<file path="config.mk">
export PLATFORM = sky130hd
export DESIGN_NAME = pife_ctrl
export DESIGN_NICKNAME = d
export VERILOG_FILES = /design/src/rtl/pife_pkg.sv /design/src/rtl/pife_ctrl.sv
export SDC_FILE = /design/constraint.sdc
export NUM_CORES = 1
export LEC_CHECK = 0
export ABC_AREA = 1
export ABC_CLOCK_PERIOD_IN_PS = 1300
export BUFFER_PORTS_ARGS = -buffer_cell sky130_fd_sc_hd__buf_2
export CORE_MARGIN = 1.5
export CORE_UTILIZATION = 40
export CTS_BUF_LIST = sky130_fd_sc_hd__clkbuf_8
export DETAILED_ROUTE_END_ITERATION = 16
export HOLD_SLACK_MARGIN = 0.15
export PLACE_DENSITY = 0.77
export SETUP_SLACK_MARGIN = 0.4
export SLEW_MARGIN = 20
export SYNTH_ARGS = -nofsm -noshare
export SYNTH_HDL_FRONTEND = slang
export SYNTH_SLANG_ARGS = --single-unit
</file>
<file path="constraint.sdc">
create_clock -name aclk -period 1.3 [get_ports aclk]
set_clock_uncertainty 0.15 [all_clocks]
set_input_delay 0.195 -clock aclk [delete_from_list [all_inputs] [get_ports aclk]]
set_output_delay 0.195 -clock aclk [all_outputs]
set_load 0.05 [all_outputs]
</file>
<file path="src/rtl/pife_pkg.sv">
// Shared types, constants and command/status structs for the packet interval
// frequency error block. No dependencies.
package pife_pkg;

    localparam int WindowDepth = 512;
    localparam int MaxTurns    = 16;
    localparam int IdxW        = $clog2(WindowDepth);
    localparam int TurnW       = $clog2(MaxTurns + 1);

    localparam logic [31:0] WrapTicks = 32'h0000_FFFF;

    localparam logic [1:0] CFG_NOMINAL   = 2'd0;
    localparam logic [1:0] CFG_THRESHOLD = 2'd1;
    localparam logic [1:0] CFG_REFSUM    = 2'd2;

    localparam logic [1:0] ST_FIRST   = 2'd0;
    localparam logic [1:0] ST_ACCEPT  = 2'd1;
    localparam logic [1:0] ST_OUTLIER = 2'd2;

    // Divider operand selects
    localparam logic [1:0] DIV_TURNS = 2'd0;
    localparam logic [1:0] DIV_RESID = 2'd1;
    localparam logic [1:0] DIV_SPLIT = 2'd2;
    localparam logic [1:0] DIV_ERROR = 2'd3;

    typedef struct packed {
        logic       capture;      // register capture, form interval
        logic       tick;         // count an overflow
        logic       div_start;
        logic [1:0] div_sel;
        logic       turns_load;   // latch rounded quotient
        logic       split_init;   // rem <= interval, i <= turns
        logic       rd_issue;     // read old window entry
        logic       push;         // write entry, update sum
        logic       mul_start;
        logic       err_load;
        logic       out_load;
        logic [1:0] out_status;
    } pife_cmd_t;

    typedef struct packed {
        logic first_seen;
        logic div_done;
        logic mul_done;
        logic reject;             // turns zero/too large or residual too big
        logic split_last;         // i == 1
        logic filled;
    } pife_sts_t;

endpackage

</file>
<file path="src/rtl/pife_ctrl.sv">
// Controller state machine sequencing the datapath for each transaction.
// Depends on pife_pkg.
module pife_ctrl (
    input  logic                 aclk,
    input  logic                 aresetn,
    input  logic                 s_valid,
    output logic                 s_ready,
    input  logic                 s_mode,
    output logic                 m_valid,
    input  logic                 m_ready,
    output pife_pkg::pife_cmd_t  cmd,
    input  pife_pkg::pife_sts_t  sts
);

    localparam logic [3:0] S_IDLE   = 4'd0;
    localparam logic [3:0] S_TURNS  = 4'd1;
    localparam logic [3:0] S_RESID  = 4'd2;
    localparam logic [3:0] S_CHECK  = 4'd3;
    localparam logic [3:0] S_SPLIT  = 4'd4;
    localparam logic [3:0] S_PUSH   = 4'd5;
    localparam logic [3:0] S_MUL    = 4'd6;
    localparam logic [3:0] S_EDIV   = 4'd7;
    localparam logic [3:0] S_ELOAD  = 4'd8;
    localparam logic [3:0] S_OUT    = 4'd9;
    localparam logic [3:0] S_STARTT = 4'd10;

    logic [3:0] state_reg, state_next;
    logic [1:0] status_reg, status_next;
    logic       mvalid_reg, mvalid_next;

    assign s_ready = (state_reg == S_IDLE);
    assign m_valid = mvalid_reg;

    // Next-state and command decode
    always_comb begin
        cmd         = '0;
        state_next  = state_reg;
        status_next = status_reg;
        mvalid_next = mvalid_reg && !m_ready;
        case (state_reg)
            S_IDLE: begin
                if (s_valid) begin
                    if (!s_mode) begin
                        cmd.tick = 1'b1;
                    end else begin
                        cmd.capture = 1'b1;
                        if (sts.first_seen) begin
                            state_next = S_STARTT;
                        end else begin
                            status_next = pife_pkg::ST_FIRST;
                            state_next  = S_OUT;
                        end
                    end
                end
            end
            S_STARTT: begin
                cmd.div_start = 1'b1;
                cmd.div_sel   = pife_pkg::DIV_TURNS;
                state_next    = S_TURNS;
            end
            S_TURNS: begin
                if (sts.div_done) begin
                    cmd.turns_load = 1'b1;
                    state_next     = S_RESID;
                end
            end
            S_RESID: begin
                cmd.div_start = 1'b1;
                cmd.div_sel   = pife_pkg::DIV_RESID;
                state_next    = S_CHECK;
            end
            S_CHECK: begin
                if (sts.div_done) begin
                    if (sts.reject) begin
                        status_next = pife_pkg::ST_OUTLIER;
                        state_next  = S_OUT;
                    end else begin
                        status_next    = pife_pkg::ST_ACCEPT;
                        cmd.split_init = 1'b1;
                        state_next     = S_SPLIT;
                    end
                end
            end
            S_SPLIT: begin
                cmd.div_start = 1'b1;
                cmd.div_sel   = pife_pkg::DIV_SPLIT;
                cmd.rd_issue  = 1'b1;
                state_next    = S_PUSH;
            end
            S_PUSH: begin
                if (sts.div_done) begin
                    cmd.push = 1'b1;
                    if (!sts.split_last)
                        state_next = S_SPLIT;
                    else
                        state_next = S_MUL;
                end
            end
            S_MUL: begin
                if (sts.filled) begin
                    cmd.mul_start = 1'b1;
                    state_next    = S_EDIV;
                end else begin
                    state_next = S_OUT;
                end
            end
            S_EDIV: begin
                if (sts.mul_done) begin
                    cmd.div_start = 1'b1;
                    cmd.div_sel   = pife_pkg::DIV_ERROR;
                    state_next    = S_ELOAD;
                end
            end
            S_ELOAD: begin
                if (sts.div_done) begin
                    cmd.err_load = 1'b1;
                    state_next   = S_OUT;
                end
            end
            S_OUT: begin
                if (!mvalid_reg || m_ready) begin
                    cmd.out_load   = 1'b1;
                    cmd.out_status = status_reg;
                    mvalid_next    = 1'b1;
                    state_next     = S_IDLE;
                end
            end
            default: state_next = S_IDLE;
        endcase
    end

    // Hold state
    always_ff @(posedge aclk) begin
        if (!aresetn) begin
            state_reg  <= S_IDLE;
            status_reg <= pife_pkg::ST_FIRST;
            mvalid_reg <= 1'b0;
        end else begin
            state_reg  <= state_next;
            status_reg <= status_next;
            mvalid_reg <= mvalid_next;
        end
    end

endmodule

</file>
==> run_results.csv, run 1 <==
group,metric,value,unit
floorplanning,top_level_ports,27,
cts,cts_root_buf,"clkbuf_8",
placed_design,placedCellCount,174,
floorplanning,fp.dieH,41.9,um
run_status,tool.error,"[ERROR DPL-0038] Utilization greater than 100%, impossible to legalize",
yosys,avgSynthCellArea,5.13,sq um
floorplanning,die_w,41.9,um
yosys,yosysMostFrequentCell,"nand2_1",
placed_design,io_buffer_count,26,
yosys,synth_flop_cell,"dfxtp_1",
run_status,run_status,"did not finish",
yosys,synthDistinctLibCells,14,
yosys,ys_async_sr_fraction,0,
placed_design,dpl_cell_area,0.00103,sq mm
cts,cts_sinks,7,
placed_design,hpwl,1590,um
run_status,haltStage,"global routing",
yosys,synth_cells,118,
cts,cts.htree.levels,1,
floorplanning,rows,13,
yosys,syn-num-nets,129,
yosys,synth_top_area_cell,"nand2_1",
timing,worst_endpoint,"state_reg[1]$_SDFFE_PN0P_/D",
yosys,synth_top_area_share,0.248,
timing,worst_endpoint_kind,"register input",
placed_design,dp_slack,-0.231,ns
yosys,netlist_area,606,sq um
cts,clock_path_buffers,2,
cts,cts_made_buffers,3,
yosys,ys_ff_latch,7,
yosys,synth-edff-count,0,
yosys,synth_common_cells,"40 x nand2_1, 26 x nor2_1, 21 x inv_1",
global_route,grt_max_degree,7,
floorplanning,start_util,0.449,
yosys,netlist_top_cells_area,"nand2_1 25%, dfxtp_1 23%, nor2_1 16%",
placed_design,place_congestion,0.861,
yosys,yosys_warnings,0,
yosys,synth_seq_area_share,0.231,
## kinds of logic after synthesis
kind of cell / after synthesis / synth area share
buffers and inverters: 22 / 0.149
DFF: 7 / 0.231
AOI/OAI and AO/OA: 7 / 0.0641
and+or+nand+nor: 82 / 0.556
## per-stage QoR
step	hold slack, ns	utilization	setup TNS (ns)
after floorplan	0.158	-	-1.76
after global placement	0.303	0.766	-2.36
after detailed placement	0.312	0.766	-2.90
after CTS	0.0687	0.970	-4.85
## timing repair
action	CTS
hold endpoints to repair	6
pin swaps	10
setup buffers	5
resized for setup	62
endpoints found under the setup margin	23
==> run 2, diff against run 1 <==
Settings changed: ABC_CLOCK_PERIOD_IN_PS 1300 to 1700, CORE_AREA set to 2 2 63 65, CORE_MARGIN 1.5 to unset, CORE_UTILIZATION 40 to unset, CTS_BUF_LIST sky130_fd_sc_hd__clkbuf_8 to unset, DIE_AREA set to 0 0 65 67, HOLD_SLACK_MARGIN 0.15 to unset, PLACE_DENSITY 0.77 to unset, PLACE_DENSITY_LB_ADDON set to 0.15, SETUP_SLACK_MARGIN 0.4 to unset.
Clock period 1.3 ns to 1.7 ns, I/O delays scaled along.
==> run_results.csv, run 2 <==
group,metric,value,unit
global_route,grt_pass1_wl,3270,um
power,ir_drop,0.296,mV
cts,cts_made_buffers,3,
power,p_int,0.000842,W
final_layout,layout_common_cells,"37 x nand2_1, 16 x nor2_1, 14 x inv_1, 14 x buf_2, 13 x buf_4",
route,vias,812,
yosys,yosys_warnings,0,
power,combPwrFrac,0.709,
final_layout,largest_reg_flops,4,
power,p_switching,0.000946,W
setup_path,cp_max_fo,3,
placed_design,place_congestion,0.781,
placed_design,hpwl,1660,um
power,seq_power_share,0.162,
cts,clock_path_buffers,2,
floorplanning,fp.dieH,67,um
cts,cts_sinks,7,
floorplanning,die_w,65,um
final_layout,mostFrequentLayoutCell,"nand2_1",
setup_path,startpoint_type,"register",
route,firstDrtPassIters,4,
min_path,hp-class,"in -> reg",
placed_design,io_buffer_count,26,
floorplanning,top_level_ports,27,
timing,grt_setup_unrepaired,"true",
floorplanning,start_util,0.168,
setup_path,worstPathArrival,1.26,ns
yosys,ys_ff_latch,7,
yosys,netlist_top_cells_area,"nand2_1 25%, dfxtp_1 23%, nor2_1 16%",
final_layout,drive_gt1_frac,0.465,
final_layout,finalNetCount,171,
final_layout,nFillCells,393,
timing,fmax,602,MHz
global_route,grtUsageTotal,0.0987,
power,switching_share,0.529,
cts,cts.clk_slew.worst_paths,0.04,ns
timing,tightest_slew,0.254,ns
floorplanning,rows,22,
cts,cts_tree,"built",
placed_design,dpl_cell_area,861,sq um
final_layout,antenna_cells,0,
power,clockPowerShare,0.129,
route,wl,2050,um
global_route,grt_max_degree,8,
route,ant_nets,0,
global_route,grt_pass1_vias,825,
timing,relSlewSlack,0.832,
route,via_per_inst,3.92,
final_layout,multi_input_area,469,sq um
setup_path,cp-end-kind,"primary output",
global_route,antenna_found_initial,0,
yosys,avgSynthCellArea,5.13,sq um
yosys,synth_top_area_cell,"nand2_1",
setup_path,criticalPathCategory,"reg -> out",
cts,ctsHoldBuffers,0,
power,p_per_area,1620,mW/mm^2
route,drc,0,
yosys,syn-num-nets,129,
setup_path,crit_required,1.29,ns
timing,report.final.slew_viol_count,0,
route,wire_per_inst,9.92,um
yosys,synth_common_cells,"40 x nand2_1, 26 x nor2_1, 21 x inv_1",
yosys,yosysMostFrequentCell,"nand2_1",
yosys,synth_cells,118,
final_layout,postLayoutCoreUtil,0.305,
yosys,synth-edff-count,0,
floorplanning,coreArea,0.00361,sq mm
timing,setup_violations,0,
yosys,synth_top_area_share,0.248,
final_layout,finalInstanceArea,0.00110,sq mm
yosys,synth_seq_area_share,0.231,
cts,clock_latency,0.22,ns
timing,final_hold_viol_count,0,
global_route,grt_remaining_overflow,0,
timing,min_period,1.66,ns
yosys,netlist_area,606,sq um
yosys,synth_flop_cell,"dfxtp_1",
timing,tns,0,ns
final_layout,regArea,153,sq um
flow_run,cap_violations,0,
cts,cts_root_buf,"clkbuf_8",
power,p_leak,0.576,nW
run_status,run_status,"complete, no violations",
yosys,synthDistinctLibCells,14,
timing,finalCritPeriodShare,0.978,
yosys,ys_async_sr_fraction,0,
route,initialDrtViolationCount,20,
cts,cts.htree.levels,1,
floorplanning,design.die.area,0.00436,sq mm
final_layout,syn2layout_area_growth,81.8,%
run 2: cell families (layout without fill, tap and decap cells):
| group | Yosys count | count (layout) | share of synthesized area |
|---|---|---|---|
| AND/OR/NAND/NOR | 82 | 82 | 0.556 |
| AO/OA/AOI/OAI | 7 | 7 | 0.0641 |
| flip-flops | 7 | 7 | 0.231 |
| buffers and inverters | 22 | 63 | 0.149 |
run 2: path summary, 6_finish.rpt:
check	depth (start not counted)	end	slack (ns)	startpoint
hold / removal	3	state_reg[0]$_SDFFE_PN0P_	0.14	aresetn
setup reg to reg	11	state_reg[2]$_SDFFE_PN0P_	0.11	state_reg[3]$_SDFFE_PN0P_
setup / recovery	6	cmd[3]	0.04	state_reg[3]$_SDFFE_PN0P_
hold reg to reg	2	status_reg[1]$_SDFFE_PN0P_	0.31	status_reg[1]$_SDFFE_PN0P_
run 2: final cells by class:
cell class,instances,area share
Clock buffer,4,0.0409
Inverter,21,0.0716
Multi-Input combinational cell,89,0.426
Sequential cell,7,0.139
Tap cell,48,0.0545
Timing Repair Buffer,38,0.268
run 2: metal layers:
metal,up-vias,global-route usage,wire (um)
li1,439,-,-
met5,-,0,0
met1,355,0.0989,860
met2,16,0.189,1100
met4,0,0.0691,31
met3,2,0.0101,59
run 2: worst max-delay path: stages (launching register included):
cell and delay, ns:
dfxtp_2 0.36, inv_2 0.07, buf_4 0.14, nor2_1 0.11, nand2_2 0.09, nor2_2 0.10
buf_6 0.16
run 2: power by group through the flow:
stage          combinational, W  sequential [W]  clock, W
3_5_place_dp            0.00104        0.000258         0
6_report                0.00127        0.000290  0.000231
4_1_cts                 0.00115        0.000282  0.000239
5_1_grt                 0.00139        0.000296  0.000246
2_1_floorplan          0.000797        0.000250         0
3_3_place_gp            0.00106        0.000257         0
run 2: repair_timing:
item | 4_1_cts | 5_1_grt
pin swaps | 0 | 4
buffers inserted | 5 | 2
resized for setup | 29 | 23
setup endpoints to repair | 15 | 18
run 2: metrics by stage:
step           setup WS (ns)  instances  total power [W]  hold slack (ns)
2_1_floorplan         -0.139        118          0.00105            0.225
3_3_place_gp          0.0942        196          0.00132            0.310
5_1_grt              -0.0392        207          0.00193            0.152
6_report              0.0382        207          0.00179            0.141
4_1_cts              0.00141        205          0.00167            0.142
3_5_place_dp          0.0637        196          0.00130            0.307
Power figures use the tool's default switching activity.
==> run 3, diff against run 2 <==
--- a/config.mk
+++ b/config.mk
@@ -13,2 +13,3 @@
 export DIE_AREA = 0 0 65 67
+export GPL_TIMING_DRIVEN = 0
 export PLACE_DENSITY_LB_ADDON = 0.15
@@ -18 +19,2 @@
 export SYNTH_SLANG_ARGS = --single-unit
+export TNS_END_PERCENT = 50
--- a/constraint.sdc
+++ b/constraint.sdc
@@ -4,2 +4,2 @@
 set_output_delay 0.255 -clock aclk [all_outputs]
-set_load 0.05 [all_outputs]
+set_load 0.005 [all_outputs]
==> run_results.csv, run 3 (synthesis results as in run 2) <==
group,metric,value,unit
timing,finalCritPeriodShare,0.942,
route,ant_nets,0,
floorplanning,fp.dieH,67,um
cts,cts.htree.levels,1,
power,switching_share,0.473,
flow_run,cap_violations,0,
route,wl,1770,um
power,clockPowerShare,0.190,
power,combPwrFrac,0.591,
min_path,hp-class,"in -> reg",
route,initialDrtViolationCount,10,
cts,cts_sinks,7,
route,wire_per_inst,9.02,um
timing,relSlewSlack,0.835,
power,p_int,0.000657,W
power,ir_drop,0.270,mV
placed_design,dp_slack,0.174,ns
global_route,grt_remaining_overflow,0,
timing,min_period,1.60,ns
timing,final_hold_viol_count,0,
route,via_per_inst,3.92,
cts,cts.clk_slew.worst_paths,0.04,ns
placed_design,placedCellCount,192,
setup_path,slowest_delay,0.30,ns
floorplanning,design.die.area,0.00436,sq mm
cts,ctsHoldBuffers,0,
power,p_switching,0.000590,W
setup_path,crit_required,1.29,ns
setup_path,criticalPathCategory,"reg -> out",
power,p_per_area,1400,mW/mm^2
run_status,run_status,"complete, no violations",
placed_design,hpwl,1510,um
setup_path,cp_max_fo,9,
cts,clock_latency,0.23,ns
final_layout,finalNetCount,160,
cts,post_cts_buffers,0,
setup_path,critical_path_buf_inv_count,4,
setup_path,worstPathArrival,1.20,ns
timing,grt_setup_unrepaired,"false",
timing,tns,0,ns
final_layout,nFillCells,429,
cts,clock_path_buffers,2,
timing,setup_violations,0,
final_layout,layout_common_cells,"37 x nand2_1, 26 x buf_2, 22 x nor2_1",
route,drc,0,
floorplanning,coreArea,0.00361,sq mm
floorplanning,die_w,65,um
power,seq_power_share,0.220,
final_layout,drive_gt1_frac,0.338,
route,firstDrtPassIters,4,
setup_path,crit_path_top_delay_cell,"dfxtp_1",
setup_path,path_cells,"buf_6 > inv_1 > nand2_2 > nor2_2 > inv_2 > nor2_1 > buf_2",
final_layout,layout.cells.non_filler,196,
global_route,grt_pass1_vias,710,
cts,cts_made_buffers,3,
route,vias,768,
timing,fmax,625,MHz
cts,cts_root_buf,"clkbuf_8",
global_route,grt_pass1_wl,2880,um
final_layout,postLayoutCoreUtil,0.247,
global_route,antenna_found_initial,0,
final_layout,antenna_cells,0,
placed_design,place_congestion,0.732,
timing,tightest_slew,0.247,ns
cts,cts_tree,"built",
final_layout,mostFrequentLayoutCell,"nand2_1",
global_route,grt_max_degree,10,
timing,worst_slack,0.0993,ns
final_layout,syn2layout_area_growth,46.9,%
floorplanning,start_util,0.168,
floorplanning,top_level_ports,27,
power,p_leak,0.508,nW
setup_path,crit_family,"buffers and inverters",
placed_design,io_buffer_count,26,
setup_path,startpoint_type,"register",
global_route,grtUsageTotal,0.0887,
timing,holdWs,0.151,ns
setup_path,cp-end-kind,"primary output",
floorplanning,rows,22,
timing,report.final.slew_viol_count,0,
final_layout,largest_reg_flops,4,
## run 3: changes by cell type in the layout (fill, tap and decap cells not counted), sizes merged
cell  previous run  this run
buf             38        27
## run 3: worst reg2reg max path, stage by stage, from the launching register on
cell	delay, ns
dfxtp_1	0.30
buf_6	0.13
nand2_2	0.09
inv_2	0.05
nand3_1	0.06
nand2_1	0.07
inv_1	0.09
nand2_1	0.06
nor2_2	0.21
nand2_1	0.08
nand2_1	0.06
nor2_1	0.04
## run 3: layer usage
| metal | wire length, um | global-route usage | up-vias |
|---|---|---|---|
| met3 | 66 | 0.0186 | 7 |
| met5 | 0 | 0 | - |
| met1 | 773 | 0.0968 | 325 |
| met2 | 858 | 0.147 | 16 |
| met4 | 70 | 0.0745 | 0 |
| li1 | - | - | 420 |
## run 3: area by class of cell
class | instances | area, sq um | area share
Buffer | 1 | 11.3 | 0.0127
Clock buffer | 4 | 45.0 | 0.0506
Inverter | 21 | 78.8 | 0.0886
Multi-Input combinational cell | 89 | 418 | 0.470
Sequential cell | 7 | 146 | 0.165
Tap cell | 48 | 60.1 | 0.0675
Timing Repair Buffer | 26 | 130 | 0.146
## run 3: power by group through the flow
stage / clock [W] / sequential [W] / combinational, W
3_5_place_dp: 0 / 0.000250 / 0.000692
4_1_cts: 0.000244 / 0.000260 / 0.000709
2_1_floorplan: 0 / 0.000241 / 0.000509
6_report: 0.000236 / 0.000274 / 0.000737
5_1_grt: 0.000253 / 0.000279 / 0.000854
3_3_place_gp: 0 / 0.000251 / 0.000705
## run 3: through the flow
stage | total power, W | instance area, sq um
floorplan | 0.000750 | 606
global placement | 0.000955 | 796
detailed placement | 0.000943 | 796
CTS | 0.00121 | 856
global route | 0.00139 | 890
finish | 0.00125 | 890
## run 3: repair_timing
item / in CTS / in global routing
pin swaps: 0 / 2
endpoints found under the hold margin: 0 / 0
gates resized for setup: 5 / 15
endpoints found under the setup margin: 5 / 11
## run 3: worst paths after layout
kind                                                  from                          to  slack [ns]  depth (start not counted)
worst max-delay path             state_reg[1]$_SDFFE_PN0P_                      cmd[0]         0.1                          7
worst max register to register   state_reg[1]$_SDFFE_PN0P_   state_reg[0]$_SDFFE_PN0P_        0.21                         11
worst min register to register  status_reg[1]$_SDFFE_PN0P_  status_reg[1]$_SDFFE_PN0P_        0.32                          2
worst min-delay path                               aresetn   state_reg[3]$_SDFFE_PN0P_        0.15                          3
==> run 4, diff against run 3 <==
--- a/config.mk
+++ b/config.mk
@@ -15,3 +15,2 @@
 export PLACE_DENSITY_LB_ADDON = 0.15
-export SLEW_MARGIN = 20
 export SYNTH_ARGS = -nofsm -noshare
--- a/constraint.sdc
+++ b/constraint.sdc
@@ -4,2 +4,2 @@
 set_output_delay 0.255 -clock aclk [all_outputs]
-set_load 0.005 [all_outputs]
+set_load 0.05 [all_outputs]
==> run_results.csv, run 4 (synthesis results as in run 2) <==
group,metric,value,unit
run_status,run_status,"complete, no violations",
timing,fmax,591,MHz
min_path,worstHoldPathCells,3,
power,p_int,0.000829,W
timing,relSlewSlack,0.834,
floorplanning,die_w,65,um
final_layout,antenna_cells,0,
setup_path,r2r_end,"state_reg[2]$_SDFFE_PN0P_",
timing,grt_setup_unrepaired,"true",
final_layout,largest_reg_flops,4,
timing,final_hold_viol_count,0,
route,wl,1980,um
route,firstDrtPassIters,5,
timing,report.final.slew_viol_count,0,
global_route,grtUsageTotal,0.101,
power,p_switching,0.000952,W
setup_path,criticalPathCategory,"reg -> out",
route,ant_nets,0,
final_layout,layout_common_cells,"34 x nand2_1, 16 x nor2_1, 13 x buf_2",
cts,cts_made_buffers,3,
global_route,grt_max_degree,9,
setup_path,r2r_slack,0.19,ns
setup_path,r2r_start,"state_reg[1]$_SDFFE_PN0P_",
placed_design,hpwl,1570,um
floorplanning,fp.dieH,67,um
final_layout,finalInstanceArea,0.00111,sq mm
final_layout,drive_gt1_frac,0.490,
cts,cts.htree.levels,1,
cts,clock_latency,0.23,ns
floorplanning,top_level_ports,27,
flow_run,cap_violations,0,
floorplanning,coreArea,0.00361,sq mm
route,via_per_inst,4.04,
placed_design,placedCellCount,192,
power,combPwrFrac,0.704,
setup_path,crit_required,1.29,ns
timing,worst_slack,0.00865,ns
floorplanning,rows,22,
setup_path,cp-end-kind,"primary output",
route,drc,0,
timing,tightest_slew,0.249,ns
setup_path,startpoint_type,"register",
final_layout,finalNetCount,169,
min_path,min_from,"aresetn",
final_layout,nFillCells,412,
timing,setup_violations,0,
placed_design,dpl_cell_area,822,sq um
power,p_leak,0.575,nW
min_path,holdPathEnd,"state_reg[3]$_SDFFE_PN0P_",
global_route,grt_pass1_wl,3290,um
route,initialDrtViolationCount,10,
cts,clock_path_buffers,2,
global_route,grt_remaining_overflow,0,
cts,cts_root_buf,"clkbuf_8",
power,p_per_area,1600,mW/mm^2
route,wire_per_inst,9.65,um
placed_design,place_congestion,0.732,
cts,cts_tree,"built",
setup_path,cp_max_fo,7,
final_layout,mostFrequentLayoutCell,"nand2_1",
route,vias,828,
floorplanning,design.die.area,0.00436,sq mm
placed_design,dp_slack,0.0234,ns
floorplanning,start_util,0.168,
timing,tns,0,ns
global_route,grt_pass1_vias,792,
global_route,antenna_found_initial,0,
cts,cts_sinks,7,
min_path,hp-class,"in -> reg",
cts,cts.clk_slew.worst_paths,0.04,ns
final_layout,layout.cells.non_filler,205,
setup_path,reg2regPathDepth,11,
power,switching_share,0.535,
power,ir_drop,0.309,mV
placed_design,io_buffer_count,26,
power,clockPowerShare,0.136,
timing,finalCritPeriodShare,0.995,
final_layout,syn2layout_area_growth,83.9,%
timing,min_period,1.69,ns
power,seq_power_share,0.159,
setup_path,worstPathArrival,1.29,ns
run 4: per-stage QoR:
stage / total power (W) / hold WS, ns / utilization
after floorplan: 0.00104 / 0.225 / -
after global placement: 0.00124 / 0.305 / 0.228
after detailed placement: 0.00124 / 0.317 / 0.228
after CTS: 0.00162 / 0.152 / 0.268
after global routing: 0.00194 / 0.167 / 0.309
final: 0.00178 / 0.148 / 0.309
run 4: area by class of cell:
class,instances,area (sq um),area share
clock buffer,4,45.0,0.0404
buffer,1,11.3,0.0101
tap,48,60.1,0.0539
sequential,7,150,0.135
inverter,21,81.3,0.0730
timing repair buffer,35,279,0.251
multi-input combinational,89,487,0.437
run 4: worst max-delay path by stage:
stage | startpoint | slack, ns | cells after the start | end
6_report | state_reg[1]$_SDFFE_PN0P_ | 0.009 | 5 | cmd[12]
3_5_place_dp | state_reg[2]$_SDFFE_PN0P_ | 0.02 | 6 | cmd[7]
4_1_cts | state_reg[1]$_SDFFE_PN0P_ | -0.03 | 8 | cmd[7]
3_3_place_gp | state_reg[3]$_SDFFE_PN0P_ | 0.02 | 6 | cmd[11]
2_1_floorplan | state_reg[1]$_SDFFE_PN0P_ | -0.14 | 6 | cmd[11]
5_1_grt | state_reg[1]$_SDFFE_PN0P_ | -0.04 | 8 | cmd[7]
run 4: power groups by stage:
stage          Clock [W]  Sequential (W)  Combinational [W]
2_1_floorplan          0        0.000250           0.000786
3_3_place_gp           0        0.000249           0.000992
3_5_place_dp           0        0.000250           0.000986
4_1_cts         0.000251        0.000264            0.00111
5_1_grt         0.000259        0.000291            0.00139
6_report        0.000243        0.000284            0.00125
run 4: critical path: stages, from the launching register on:
cell     delay (ns)
dfxtp_2        0.31
buf_6          0.13
nor2_4         0.14
nand2_2        0.11
nor3b_4        0.19
buf_6          0.18
run 4: repair_timing:
action	in CTS	in global routing
hold buffers	0	0
setup buffers	2	7
setup endpoints to repair	15	13
gates resized for setup	31	36
hold endpoints to repair	0	0
pin swaps	2	7
run 4: routing by layer:
layer  global-route usage  routed length (um)  vias up
met5                    0                   0        -
met4               0.0718                  59        0
met3               0.0203                  75        5
met2                0.169                 966       21
met1                0.115                 877      365
li1                     -                   -      437
